[config.mk]
export PLATFORM = sky130hd
export DESIGN_NAME = frame_queue_drop_oldest_flat
export DESIGN_NICKNAME = d
export VERILOG_FILES = /design/src/rtl/fqdo_pkg.sv /design/src/rtl/fqdo_req_if.sv /design/src/rtl/fqdo_rsp_if.sv /design/src/rtl/frame_queue_drop_oldest.sv /design/src/flat_wrapper.sv
export SDC_FILE = /design/constraint.sdc
export NUM_CORES = 1
export LEC_CHECK = 0
export BUFFER_PORTS_ARGS = -buffer_cell sky130_fd_sc_hd__buf_2
export CAP_MARGIN = 20
export CORE_MARGIN = 5
export CORE_UTILIZATION = 25
export DETAILED_ROUTE_END_ITERATION = 8
export MAX_ROUTING_LAYER = met4
export PLACE_DENSITY_LB_ADDON = 0.1
export SETUP_SLACK_MARGIN = 0.02
export SKIP_LAST_GASP = 1
export SYNTH_ARGS = -nofsm -noshare
export SYNTH_HDL_FRONTEND = slang
export SYNTH_SLANG_ARGS = --single-unit
[constraint.sdc]
create_clock -name clock -period 13.1 [get_ports clock]
set_clock_uncertainty 0.2 [all_clocks]
set_input_delay 0.655 -clock clock [delete_from_list [all_inputs] [get_ports clock]]
set_output_delay 0.655 -clock clock [all_outputs]
set_load 0.005 [all_outputs]
[src/rtl/fqdo_pkg.sv]
// Shared constants, types and helpers for the frame queue with drop-oldest overflow.
// No dependencies. Used by the channel interfaces and the top level.
`default_nettype none

package fqdo_pkg;

   localparam int QUEUE_DEPTH = 4;
   localparam int PTR_W       = (QUEUE_DEPTH > 1) ? $clog2(QUEUE_DEPTH) : 1;
   localparam int FILL_W      = $clog2(QUEUE_DEPTH + 1);
   localparam int KEEP_W      = 3;
   localparam int CMP_W       = (FILL_W > KEEP_W) ? FILL_W : KEEP_W;
   localparam int ADV_W       = FILL_W + 1;

   localparam int ID_W        = 8;
   localparam int TIME_W      = 32;
   localparam int CNT_W       = 32;
   localparam int DEPTH_OUT_W = 3;
   localparam int TGT_W       = 2;
   localparam int TMO_W       = 16;
   localparam int CSR_IDX_W   = 1;
   localparam int CSR_DATA_W  = 16;

   localparam logic [TGT_W-1:0] TARGET_DEPTH_RST   = TGT_W'(1);
   localparam logic [TMO_W-1:0] SIGNAL_TIMEOUT_RST = TMO_W'(500);

   typedef enum logic [0:0] {
      ACT_PUSH    = 1'b0,
      ACT_ACQUIRE = 1'b1
   } action_type;

   typedef enum logic [CSR_IDX_W-1:0] {
      CSR_TARGET_DEPTH   = 1'b0,
      CSR_SIGNAL_TIMEOUT = 1'b1
   } csr_index_type;

   typedef logic [PTR_W-1:0]  ptr_type;
   typedef logic [FILL_W-1:0] fill_type;

   // ring pointer advance, modulo the queue depth (n never exceeds the depth)
   function automatic ptr_type ptr_adv(ptr_type p, fill_type n);
      logic [ADV_W-1:0] s;
      s = ADV_W'(p) + ADV_W'(n);
      if (s >= ADV_W'(QUEUE_DEPTH)) begin
         s = s - ADV_W'(QUEUE_DEPTH);
      end
      return s[PTR_W-1:0];
   endfunction

endpackage

`default_nettype wire

[src/rtl/fqdo_req_if.sv]
// Request channel: valid/ready handshake carrying one push or acquire item.
// Depends on fqdo_pkg.
`default_nettype none

interface fqdo_req_if;
   import fqdo_pkg::*;

   logic                valid;
   logic                ready;
   action_type          action;
   logic [ID_W-1:0]     frame_id;
   logic [TIME_W-1:0]   time_ms;

   modport source (output valid, output action, output frame_id, output time_ms,
                   input ready);
   modport sink   (input valid, input action, input frame_id, input time_ms,
                   output ready);
endinterface

`default_nettype wire

[src/rtl/fqdo_rsp_if.sv]
// Response channel: valid/ready handshake carrying one result item with statistics.
// Depends on fqdo_pkg.
`default_nettype none

interface fqdo_rsp_if;
   import fqdo_pkg::*;

   logic                   valid;
   logic                   ready;
   logic                   ok;
   logic [ID_W-1:0]        frame_out;
   logic [CNT_W-1:0]       produced_count;
   logic [CNT_W-1:0]       dropped_count;
   logic [CNT_W-1:0]       taken_count;
   logic [CNT_W-1:0]       reused_count;
   logic [DEPTH_OUT_W-1:0] depth_now;
   logic [DEPTH_OUT_W-1:0] depth_peak;
   logic [CNT_W-1:0]       depth_total;
   logic [CNT_W-1:0]       depth_samples;

   modport source (output valid, output ok, output frame_out, output produced_count,
                   output dropped_count, output taken_count, output reused_count,
                   output depth_now, output depth_peak, output depth_total,
                   output depth_samples, input ready);
   modport sink   (input valid, input ok, input frame_out, input produced_count,
                   input dropped_count, input taken_count, input reused_count,
                   input depth_now, input depth_peak, input depth_total,
                   input depth_samples, output ready);
endinterface

`default_nettype wire

[src/rtl/frame_queue_drop_oldest.sv]
// Frame queue with drop-oldest overflow, drain-on-acquire and depth statistics.
// Depends on fqdo_pkg, fqdo_req_if and fqdo_rsp_if.
//
//   channel   direction   carries
//   req_if    in          action, frame_id, time_ms
//   rsp_if    out         ok, frame_out, counters, depth statistics
//   csr_*     in          target_depth, signal_timeout writes
//
// Registered path: input register, then ring update into the result register.
// One item per cycle sustained while rsp is ready; the ring, pointers and counters update in one pass.
// Synchronous active-high reset clears control state and counters; ring slots are
// not reset. A stalled rsp holds the result and the input register, backing up req.
`default_nettype none

module frame_queue_drop_oldest (
   input  wire                               clock,
   input  wire                               reset,
   fqdo_req_if.sink                          req_if,
   fqdo_rsp_if.source                        rsp_if,
   input  wire                               csr_we,
   input  wire [fqdo_pkg::CSR_IDX_W-1:0]     csr_index,
   input  wire [fqdo_pkg::CSR_DATA_W-1:0]    csr_wdata
);
   import fqdo_pkg::*;

   // configuration
   logic [TGT_W-1:0]  target_ff;
   logic [TMO_W-1:0]  timeout_ff;

   // input register
   logic              in_valid_ff;
   action_type        in_action_ff;
   logic [ID_W-1:0]   in_id_ff;
   logic [TIME_W-1:0] in_time_ff;

   // queue state
   logic [ID_W-1:0]   slot_ff [QUEUE_DEPTH];
   ptr_type           head_ff, head_in;
   fill_type          fill_ff, fill_in;
   logic [ID_W-1:0]   cur_frame_ff, cur_frame_in;
   logic              cur_valid_ff, cur_valid_in;
   logic [TIME_W-1:0] last_time_ff, last_time_in;
   logic              seen_ff, seen_in;
   logic [CNT_W-1:0]  produced_ff, produced_in;
   logic [CNT_W-1:0]  dropped_ff, dropped_in;
   logic [CNT_W-1:0]  taken_ff, taken_in;
   logic [CNT_W-1:0]  reused_ff, reused_in;
   fill_type          peak_ff, peak_in;
   logic [CNT_W-1:0]  total_ff, total_in;
   logic [CNT_W-1:0]  samples_ff, samples_in;

   // result register
   logic              rsp_valid_ff, rsp_valid_in;
   logic              rsp_ok_ff, rsp_ok_in;
   logic [ID_W-1:0]   rsp_frame_ff, rsp_frame_in;

   logic              process;
   logic              slot_we;
   ptr_type           slot_addr;
   logic              has_signal;
   logic [TIME_W-1:0] age;
   logic [CMP_W-1:0]  fill_ext, keep_ext;
   fill_type          drop_n, fill1;
   ptr_type           head1;

   assign process    = in_valid_ff && (!rsp_valid_ff || rsp_if.ready);
   assign req_if.ready = !in_valid_ff || process;

   assign age        = in_time_ff - last_time_ff;
   assign has_signal = seen_ff && (age < TIME_W'(timeout_ff));

   always_comb begin
      head_in      = head_ff;
      fill_in      = fill_ff;
      cur_frame_in = cur_frame_ff;
      cur_valid_in = cur_valid_ff;
      last_time_in = last_time_ff;
      seen_in      = seen_ff;
      produced_in  = produced_ff;
      dropped_in   = dropped_ff;
      taken_in     = taken_ff;
      reused_in    = reused_ff;
      peak_in      = peak_ff;
      total_in     = total_ff;
      samples_in   = samples_ff;
      rsp_ok_in    = 1'b0;
      rsp_frame_in = '0;
      slot_we      = 1'b0;
      slot_addr    = ptr_adv(head_ff, fill_ff);
      fill_ext     = CMP_W'(fill_ff);
      keep_ext     = CMP_W'(target_ff) + CMP_W'(1);
      drop_n       = '0;
      fill1        = fill_ff;
      head1        = head_ff;

      if (fill_ext > keep_ext) begin
         drop_n = FILL_W'(fill_ext - keep_ext);
         fill1  = FILL_W'(keep_ext);
      end
      head1 = ptr_adv(head_ff, drop_n);

      if (process) begin
         unique case (in_action_ff)
            ACT_PUSH: begin
               slot_we = 1'b1;
               if (fill_ff >= FILL_W'(QUEUE_DEPTH)) begin
                  // full: overwrite the oldest slot
                  slot_addr  = head_ff;
                  head_in    = ptr_adv(head_ff, FILL_W'(1));
                  dropped_in = dropped_ff + CNT_W'(1);
               end else begin
                  fill_in = fill_ff + FILL_W'(1);
               end
               produced_in  = produced_ff + CNT_W'(1);
               last_time_in = in_time_ff;
               seen_in      = 1'b1;
               rsp_ok_in    = 1'b1;
            end
            ACT_ACQUIRE: begin
               if (has_signal) begin
                  dropped_in = dropped_ff + CNT_W'(drop_n);
                  total_in   = total_ff + CNT_W'(fill1);
                  samples_in = samples_ff + CNT_W'(1);
                  if (fill1 > peak_ff) begin
                     peak_in = fill1;
                  end
                  if (fill1 != '0) begin
                     cur_frame_in = slot_ff[head1];
                     cur_valid_in = 1'b1;
                     head_in      = ptr_adv(head1, FILL_W'(1));
                     fill_in      = fill1 - FILL_W'(1);
                     taken_in     = taken_ff + CNT_W'(1);
                  end else begin
                     head_in   = head1;
                     fill_in   = fill1;
                     reused_in = reused_ff + CNT_W'(1);
                  end
                  rsp_ok_in = cur_valid_in;
                  if (cur_valid_in) begin
                     rsp_frame_in = cur_frame_in;
                  end
               end
            end
            default: begin
            end
         endcase
      end
   end

   always_comb begin
      if (process) begin
         rsp_valid_in = 1'b1;
      end else if (rsp_if.ready) begin
         rsp_valid_in = 1'b0;
      end else begin
         rsp_valid_in = rsp_valid_ff;
      end
   end

   always_ff @(posedge clock) begin
      if (reset) begin
         target_ff    <= TARGET_DEPTH_RST;
         timeout_ff   <= SIGNAL_TIMEOUT_RST;
         in_valid_ff  <= 1'b0;
         rsp_valid_ff <= 1'b0;
         head_ff      <= '0;
         fill_ff      <= '0;
         cur_frame_ff <= '0;
         cur_valid_ff <= 1'b0;
         last_time_ff <= '0;
         seen_ff      <= 1'b0;
         produced_ff  <= '0;
         dropped_ff   <= '0;
         taken_ff     <= '0;
         reused_ff    <= '0;
         peak_ff      <= '0;
         total_ff     <= '0;
         samples_ff   <= '0;
      end else begin
         if (csr_we) begin
            unique case (csr_index_type'(csr_index))
               CSR_TARGET_DEPTH:   target_ff  <= csr_wdata[TGT_W-1:0];
               CSR_SIGNAL_TIMEOUT: timeout_ff <= csr_wdata[TMO_W-1:0];
               default: begin
               end
            endcase
         end
         if (req_if.ready) begin
            in_valid_ff <= req_if.valid;
         end
         rsp_valid_ff <= rsp_valid_in;
         head_ff      <= head_in;
         fill_ff      <= fill_in;
         cur_frame_ff <= cur_frame_in;
         cur_valid_ff <= cur_valid_in;
         last_time_ff <= last_time_in;
         seen_ff      <= seen_in;
         produced_ff  <= produced_in;
         dropped_ff   <= dropped_in;
         taken_ff     <= taken_in;
         reused_ff    <= reused_in;
         peak_ff      <= peak_in;
         total_ff     <= total_in;
         samples_ff   <= samples_in;
      end
   end

   // payload registers, no reset
   always_ff @(posedge clock) begin
      if (req_if.ready && req_if.valid) begin
         in_action_ff <= req_if.action;
         in_id_ff     <= req_if.frame_id;
         in_time_ff   <= req_if.time_ms;
      end
      if (slot_we) begin
         slot_ff[slot_addr] <= in_id_ff;
      end
      if (process) begin
         rsp_ok_ff    <= rsp_ok_in;
         rsp_frame_ff <= rsp_frame_in;
      end
   end

   assign rsp_if.valid          = rsp_valid_ff;
   assign rsp_if.ok             = rsp_ok_ff;
   assign rsp_if.frame_out      = rsp_frame_ff;
   assign rsp_if.produced_count = produced_ff;
   assign rsp_if.dropped_count  = dropped_ff;
   assign rsp_if.taken_count    = taken_ff;
   assign rsp_if.reused_count   = reused_ff;
   assign rsp_if.depth_now      = DEPTH_OUT_W'(fill_ff);
   assign rsp_if.depth_peak     = DEPTH_OUT_W'(peak_ff);
   assign rsp_if.depth_total    = total_ff;
   assign rsp_if.depth_samples  = samples_ff;

`ifndef NO_ASSERTIONS
   a_fill_bound: assert property (@(posedge clock) disable iff (reset)
      (fill_ff <= FILL_W'(QUEUE_DEPTH)) && (peak_ff <= FILL_W'(QUEUE_DEPTH)))
      else $error("queue fill or peak above capacity");

   a_push_counts: assert property (@(posedge clock) disable iff (reset)
      (process && in_action_ff == ACT_PUSH) |=> produced_ff == $past(produced_ff) + CNT_W'(1))
      else $error("push did not bump the produced count");

   a_stall_holds: assert property (@(posedge clock) disable iff (reset)
      (in_valid_ff && !process) |=> in_valid_ff && $stable(in_time_ff))
      else $error("pending input item lost during stall");

   a_state_frozen: assert property (@(posedge clock) disable iff (reset)
      !process |=> $stable(fill_ff) && $stable(head_ff) && $stable(dropped_ff))
      else $error("queue state changed without an item");
`endif

endmodule

`default_nettype wire
[src/flat_wrapper.sv]
// flat-port wrapper written by rule: the top's interface ports become plain ports
module frame_queue_drop_oldest_flat import fqdo_pkg::*;
  (clock, reset, csr_we, csr_index, csr_wdata, req_if_valid, req_if_action, req_if_frame_id, req_if_time_ms, req_if_ready, rsp_if_valid, rsp_if_ok, rsp_if_frame_out, rsp_if_produced_count, rsp_if_dropped_count, rsp_if_taken_count, rsp_if_reused_count, rsp_if_depth_now, rsp_if_depth_peak, rsp_if_depth_total, rsp_if_depth_samples, rsp_if_ready);
  fqdo_req_if req_if_i ();
  fqdo_rsp_if rsp_if_i ();
  input  wire clock;
  input  wire reset;
  input  wire csr_we;
  input  wire [fqdo_pkg::CSR_IDX_W-1:0] csr_index;
  input  wire [fqdo_pkg::CSR_DATA_W-1:0] csr_wdata;
  input wire logic [$bits(req_if_i.valid)-1:0] req_if_valid;
  input wire logic [$bits(req_if_i.action)-1:0] req_if_action;
  input wire logic [$bits(req_if_i.frame_id)-1:0] req_if_frame_id;
  input wire logic [$bits(req_if_i.time_ms)-1:0] req_if_time_ms;
  output wire logic [$bits(req_if_i.ready)-1:0] req_if_ready;
  output wire logic [$bits(rsp_if_i.valid)-1:0] rsp_if_valid;
  output wire logic [$bits(rsp_if_i.ok)-1:0] rsp_if_ok;
  output wire logic [$bits(rsp_if_i.frame_out)-1:0] rsp_if_frame_out;
  output wire logic [$bits(rsp_if_i.produced_count)-1:0] rsp_if_produced_count;
  output wire logic [$bits(rsp_if_i.dropped_count)-1:0] rsp_if_dropped_count;
  output wire logic [$bits(rsp_if_i.taken_count)-1:0] rsp_if_taken_count;
  output wire logic [$bits(rsp_if_i.reused_count)-1:0] rsp_if_reused_count;
  output wire logic [$bits(rsp_if_i.depth_now)-1:0] rsp_if_depth_now;
  output wire logic [$bits(rsp_if_i.depth_peak)-1:0] rsp_if_depth_peak;
  output wire logic [$bits(rsp_if_i.depth_total)-1:0] rsp_if_depth_total;
  output wire logic [$bits(rsp_if_i.depth_samples)-1:0] rsp_if_depth_samples;
  input wire logic [$bits(rsp_if_i.ready)-1:0] rsp_if_ready;
  assign req_if_i.valid = req_if_valid;
  assign req_if_i.action = req_if_action;
  assign req_if_i.frame_id = req_if_frame_id;
  assign req_if_i.time_ms = req_if_time_ms;
  assign req_if_ready = req_if_i.ready;
  assign rsp_if_valid = rsp_if_i.valid;
  assign rsp_if_ok = rsp_if_i.ok;
  assign rsp_if_frame_out = rsp_if_i.frame_out;
  assign rsp_if_produced_count = rsp_if_i.produced_count;
  assign rsp_if_dropped_count = rsp_if_i.dropped_count;
  assign rsp_if_taken_count = rsp_if_i.taken_count;
  assign rsp_if_reused_count = rsp_if_i.reused_count;
  assign rsp_if_depth_now = rsp_if_i.depth_now;
  assign rsp_if_depth_peak = rsp_if_i.depth_peak;
  assign rsp_if_depth_total = rsp_if_i.depth_total;
  assign rsp_if_depth_samples = rsp_if_i.depth_samples;
  assign rsp_if_i.ready = rsp_if_ready;
  frame_queue_drop_oldest u_core (.clock(clock), .reset(reset), .req_if(req_if_i), .rsp_if(rsp_if_i), .csr_we(csr_we), .csr_index(csr_index), .csr_wdata(csr_wdata));
endmodule
==> results of run 1 <==
-- flip-flops by register name (all words and copies together) (netlist names) --
name	count
u_core.in_time_ff	32
u_core.last_time_ff	32
u_core.rsp_if.depth_samples	32
u_core.rsp_if.depth_total	32
u_core.rsp_if.dropped_count	32
u_core.rsp_if.produced_count	32
u_core.rsp_if.reused_count	32
u_core.rsp_if.taken_count	32
u_core.slot_ff	32
u_core.timeout_ff	16
u_core.cur_frame_ff	8
u_core.in_id_ff	8
u_core.rsp_if.frame_out	8
u_core.rsp_if.depth_now	3
u_core.rsp_if.depth_peak	3
u_core.head_ff	2
u_core.target_ff	2
u_core.cur_valid_ff	1
u_core.in_action_ff	1
u_core.in_valid_ff	1
u_core.rsp_if.ok	1
u_core.rsp_if.valid	1
u_core.seen_ff	1
-- cells in the final DEF, fill, tap and decap left out, types with 13 or more instances in the layout --
cell type	Yosys	layout
buf_2	17	271
nor2b_1	77	77
mux2_2	67	67
and2_1	15	14
or4_1	56	56
or3_1	15	15
nor2_1	161	160
and4_1	17	17
nand2b_1	13	13
nor3_1	32	31
o21a_1	19	19
o21ai_0	47	47
buf_4	0	22
o211ai_1	16	16
o31ai_1	53	53
xor2_1	26	26
edfxtp_1	82	82
nand4_1	42	42
inv_1	105	105
and3_1	52	52
dlygate4sd3_1	0	29
clkbuf_16	0	47
a21o_1	14	14
nor4_1	44	44
nand3_1	92	90
nand2_1	250	250
dfxtp_1	262	262
ha_1	69	69
a21oi_1	206	206
xnor2_1	39	39
-- timing repair --
item	in CTS	in global routing
hold buffers	29	0
resized for setup	0	0
endpoints found under the setup margin	0	0
endpoints found under the hold margin	29	0
-- final cells by class --
cell class	instances	area share [%]
multi-input combinational	1545	43.5
clock buffer	67	6.00
timing repair buffer	324	8.14
tap	959	5.33
inverter	108	1.80
sequential	344	34.2
clock inverter	16	1.03
-- cell usage after synthesis, drive strengths merged, types with 44 or more instances --
library cell	instances	area share (%)
dfxtp	262	29
and3	52	1.8
inv	105	2.1
nor4	44	1.5
clkbuf	93	1.9
nor2	161	3.3
nor2b	77	2.6
or4	57	2.4
a21oi	206	5.6
o31ai	53	2.2
edfxtp	82	13
nand3	92	2.5
nand2	250	5.1
mux2	67	4.1
o21ai	51	1.4
ha	69	4.7
-- metal layers --
layer | GRT usage [%] | up-vias | part of all wire [%]
met2 | 24.6 | 362 | 47
li1 | - | 8122 | -
met4 | 4.57 | 0 | 2.8
met1 | 19.5 | 7958 | 46
met3 | 2.99 | 79 | 4.9
met5 | - | - | 0
-- logic make-up after synthesis --
family          Yosys count  synth area share [%]
simple gates            888                  24.6
compound gates          436                  14.8
flops                   344                  42.0
buf+inv                 230                  4.87
mux                      83                  5.53
fa+ha+maj                73                  5.14
xor+xnor                 65                  3.10
-- per-stage QoR --
| step | utilization [%] | worst slack (ps) | hold WS [ps] |
|---|---|---|---|
| finish | 30.9 | 6570 | 51.3 |
| global route | 30.9 | 6040 | 10.8 |
| CTS | 30.9 | 6600 | 2.08 |
| detailed placement | 28.3 | 6660 | 247 |
| global placement | 28.3 | 6710 | 239 |
| floorplan | - | 7920 | 232 |
-- how the worst min path moves through the flow --
stage / startpoint / endpoint / slack (ps) / depth (start not counted)
3_5_place_dp: u_core.last_time_ff[7]$_SDFFE_PP0P_ / u_core.last_time_ff[7]$_SDFFE_PP0P_ / 250 / 2
6_report: req_if_time_ms[8] / u_core.in_time_ff[8]$_DFFE_PP_ / 50 / 1
4_1_cts: req_if_time_ms[20] / u_core.in_time_ff[20]$_DFFE_PP_ / 2 / 1
2_1_floorplan: u_core.cur_frame_ff[1]$_SDFFE_PP0P_ / u_core.cur_frame_ff[1]$_SDFFE_PP0P_ / 230 / 2
5_1_grt: req_if_time_ms[4] / u_core.in_time_ff[4]$_DFFE_PP_ / 10 / 1
3_3_place_gp: u_core.cur_frame_ff[4]$_SDFFE_PP0P_ / u_core.cur_frame_ff[4]$_SDFFE_PP0P_ / 240 / 2
-- report_power, final --
group,internal [µW],switching [µW]
sequential,1100,11.1
clock,800,517
combinational,96.8,173
==> run summary, run 1 <==
crit path DAT: 6830 ps
1st-pass router iterations: 5
Required @ worst endpoint: 13,400 ps
DRT Wirelength: 61,300 µm
GRT overflow: 0
setup tns final: 0 ps
Initial DRC Count: 859
Yosys warning total: 0
filler cell count: 7,767
vias in the first global route: 16,100
syn nets: 2,255
Min-Delay Path Class: in2reg
Worst path max stage delay: 730 ps
Reg clk slew, reported paths: 50 ps
core area: 72,800 µm²
Worst Path Max Fanout: 19
post-route clock period utilization: 49.9%
CP max-delay cell: or4_1
EDFF count, synth: 82
VDD IR max: 0.0912 mV
FF-to-FF path depth: 20
Setup crit end: u_core.rsp_if.depth_samples[11]$_SDFFE_PP0P_
CP startpoint: u_core.in_time_ff[10]$_DFFE_PP_
most used cell, CP: a21oi_1
CTS tree: yes
sequential fraction of the synthesis area: 42.0%
P per Cell Area: 120 nW/µm²
gr usage total: 15.3%
Final Cell Area: 22,500 µm²
Clock Latency Late Sink: 600 ps
starting density of the core: 25.2%
RSZ-0062 raised after global routing: no
gpl congestion: 0.856
FF-to-FF End: u_core.rsp_if.depth_samples[11]$_SDFFE_PP0P_
htree depth: 2
min Tclk post-route: 6530 ps
clock sinks: 344
max_cap viols: 0
CP endpoint kind: register
Longest Clk Path Bufs: 3
Register Area: 7710 µm²
r2r startpoint: u_core.in_time_ff[10]$_DFFE_PP_
first-pass GRT wire length: 94,200 µm
Final Non-Filler Cells: 3,363
die area: 78,900 µm²
post-CTS setup buffer count: 0
max_slew headroom: 31.5%
multi-input logic area: 9780 µm²
Seq cells post-synth: 344
Syn Inst Count: 2,119
final setup fails: 0
Power, Total: 2700 µW
Synth Flop Type: dfxtp_1
ys async rst share: 0%
Die Ht: 281 µm
Synth Area per Inst: 8.66 µm²
stages on the worst setup path: 20
max frequency: 0.153 GHz
Placed Area: 20,600 µm²
Core Rows: 99
share of layout cells above drive strength 1: 19.4%
DP HPWL: 43,600 µm
Via density: 4.91
IO buf count: 271
Worst Path Buf+Inv: 0
Area Overhead vs Synth: 22.6%
Final nets: 2,505
R2R setup slack: 6570 ps
worst path cell trace: ha_1 -> a21oi_1 -> o221ai_1 -> and2_1 -> nor3_2 -> o21bai_1 -> a21oi_1 -> xnor2_1 -> ha_1 -> nor2b_1 -> o2111ai_1 -> a211oi_1 -> nand3_1 -> nor4_1 -> nand3b_1 -> nor4_1 -> and4_1 -> nand4_1 -> or4_1 -> a21oi_1
ANT cells: 0
worst slew pin tran: 1020 ps
DRC Markers: 0
Yosys cell types: 70
startpoint type of the worst setup path: register
DR vias: 16,500
drt wl/cell: 18.2 µm
pin count of the biggest net entering global routing: 96
Routed Antenna Nets: 0
Die Wd: 281 µm
Cells after DPL: 3,249
Cell Area, Synth: 18,400 µm²
CP top delay family: simple AND/OR/NAND/NOR gates
Final Hold Fails: 0
Num CTS Buffers: 46
Setup CP Type: reg2reg
Pins Over Slew Limit: 0
status: complete, no violations
initial antenna violation count: 0
Root Buffer: clkbuf_16
Leakage: 0.00866 µW
IO Pins: 272
No activity file was read; power rests on OpenSTA's default activity.
==> run 2: changes to the inputs <==
==> constraint.sdc (replaced) <==
create_clock -name clock -period 6.5 [get_ports clock]
set_clock_uncertainty 0.2 [all_clocks]
set_input_delay 0.325 -clock clock [delete_from_list [all_inputs] [get_ports clock]]
set_output_delay 0.325 -clock clock [all_outputs]
set_load 0.005 [all_outputs]
==> run 2 against run 1 <==
Effect of this change: highest routed layer unchanged; hold slack better by 11 ps; non-clock buffer count increased by 40; maximum frequency is 8.1% higher; largest power group unchanged; worst setup slack lost 6100 ps.
==> run summary, run 2 (synthesis results as in run 1) <==
status: complete, no violations
Reg clk slew, reported paths: 60 ps (about the same)
max_slew headroom: 25.4% (-6.1 points)
Worst Path Max Fanout: 60 (+41)
die area: 78,900 µm² (unchanged)
Num CTS Buffers: 44 (-4.3%)
worst path cell trace: ha_1 -> a21oi_1 -> o221ai_1 -> and2_1 -> nor3_2 -> o21bai_1 -> a21oi_1 -> xnor2_1 -> ha_1 -> nor2b_1 -> o2111ai_1 -> a211oi_1 -> o2111ai_1 -> or4_1 -> nor4_1 -> nand4_1 -> nor4_2 -> nand3_2 -> buf_12 -> nor4_1 -> mux2_2
post-CTS setup buffer count: 0 (unchanged)
multi-input logic area: 9800 µm² (+0.17%)
setup tns final: 0 ps (unchanged)
Cells after DPL: 3,258 (+0.28%)
vias in the first global route: 16,300 (+1.2%)
share of layout cells above drive strength 1: 19.2% (-0.16 points)
crit path DAT: 6320 ps (-510 ps)
IO Pins: 272 (unchanged)
worst setup margin: 455 ps (-6110 ps)
Setup CP Type: reg2reg
Min-Delay Path Class: in2reg
Place WS: 344 ps (-6320 ps)
Area Overhead vs Synth: 24.2%
Power, Total: 5300 µW (+96%)
commonest non-fill, non-tap cells in the layout: buf_2, dfxtp_1, nand2_1
Pins Over Slew Limit: 0 (unchanged)
CTS tree: yes
pin count of the biggest net entering global routing: 88 (-8.3%)
first-pass GRT wire length: 94,000 µm (-0.16%)
RSZ-0062 raised after global routing: no
GRT overflow: 0 (unchanged)
CP max-delay cell: or4_1
final hold slack: 61.9 ps (+10.6 ps)
Root Buffer: clkbuf_16
ANT cells: 0 (unchanged)
filler cell count: 7,676 (-1.2%)
final setup fails: 0 (unchanged)
IO buf count: 271 (unchanged)
Routed Antenna Nets: 0 (unchanged)
Register Area: 7710 µm² (unchanged)
Die Ht: 281 µm (unchanged)
Die Wd: 281 µm (unchanged)
post-route clock period utilization: 93.0% (+43 points)
Via density: 4.86 (-1.1%)
P per Cell Area: 233 nW/µm² (+94%)
DRC Markers: 0 (unchanged)
Clock Latency Late Sink: 580 ps (-20 ps)
DP HPWL: 42,800 µm (-1.8%)
gpl congestion: 0.858 (+0.30%)
Initial DRC Count: 963 (+12%)
CP endpoint kind: register
Longest Clk Path Bufs: 3 (unchanged)
core area: 72,800 µm² (unchanged)
min Tclk post-route: 6040 ps (-488 ps)
Final nets: 2,543 (+1.5%)
max frequency: 0.165 GHz (+8.1%)
Required @ worst endpoint: 6770 ps (-6630 ps)
htree depth: 2 (unchanged)
Final Hold Fails: 0 (unchanged)
Core Rows: 99 (unchanged)
Final Non-Filler Cells: 3,398 (+1.0%)
1st-pass router iterations: 5 (unchanged)
VDD IR max: 0.157 mV (+73%)
max_cap viols: 0 (unchanged)
gr usage total: 15.2% (-0.13 points)
DR vias: 16,500 (-0.12%)
starting density of the core: 25.2% (unchanged)
startpoint type of the worst setup path: register
DRT Wirelength: 60,300 µm (-1.7%)
Leakage: 0.00878 µW (+1.4%)
clock sinks: 344 (unchanged)
commonest non-fill, non-tap cell in the layout: buf_2
Worst path max stage delay: 510 ps (-220 ps)
drt wl/cell: 17.7 µm (-2.7%)
worst slew pin tran: 1110 ps (+90.3 ps)
initial antenna violation count: 1 (+1)
## run 2: where the power goes
part / total [µW] / switching [µW] / internal, µW
clock network: 2500 / 1010 / 1490
registers: 2250 / 21.0 / 2230
logic: 560 / 349 / 210
## run 2: worst max-delay path: cells and delay by family, from the launching register on
kind,cells,cell delay (ps)
and+or+nand+nor,9,2570
xor gates and xnor gates,1,110
buffers and inverters,1,230
muxes,1,380
AOI/OAI and AO/OA,7,1350
DFF,1,420
adders and majority gates,2,610
## run 2: path summary, 6_finish.rpt
path                                                          start                                     endpoint  slack, ps  cells after the start
worst min-delay path                                         csr_we             u_core.target_ff[0]$_SDFFE_PP1P_         60                      3
worst min register to register  u_core.cur_frame_ff[5]$_SDFFE_PP0P_          u_core.cur_frame_ff[5]$_SDFFE_PP0P_        250                      2
worst max register to register      u_core.in_time_ff[10]$_DFFE_PP_  u_core.rsp_if.reused_count[20]$_SDFFE_PP0P_        460                     21
worst max-delay path                u_core.in_time_ff[10]$_DFFE_PP_  u_core.rsp_if.reused_count[20]$_SDFFE_PP0P_        460                     21
## run 2: metrics by stage
step                utilization, %  cell area (µm²)
global placement              28.4            20700
CTS                           31.3            22800
floorplan                        -            18400
finish                        31.3            22800
global route                  31.3            22800
detailed placement            28.4            20700
## run 2: cell type report
type | instances | area share, %
repair buffers | 364 | 9.79
clock inverters | 14 | 0.779
clock buffers | 64 | 5.60
well taps | 959 | 5.26
flip-flops and latches | 344 | 33.8
multi-input cells | 1545 | 43.0
inverters | 108 | 1.78
## run 2: per-layer routing
metal	track usage, %	vias up	share of wire [%]
li1	-	8204	-
met3	2.75	89	5.0
met5	-	-	0
met4	4.02	0	2.7
met2	24.5	350	47
met1	19.7	7859	46
## run 2: what timing repair did
item,CTS,global route
gates resized for setup,0,4
endpoints found under the hold margin,100,0
hold buffers,62,0
endpoints found under the setup margin,0,36
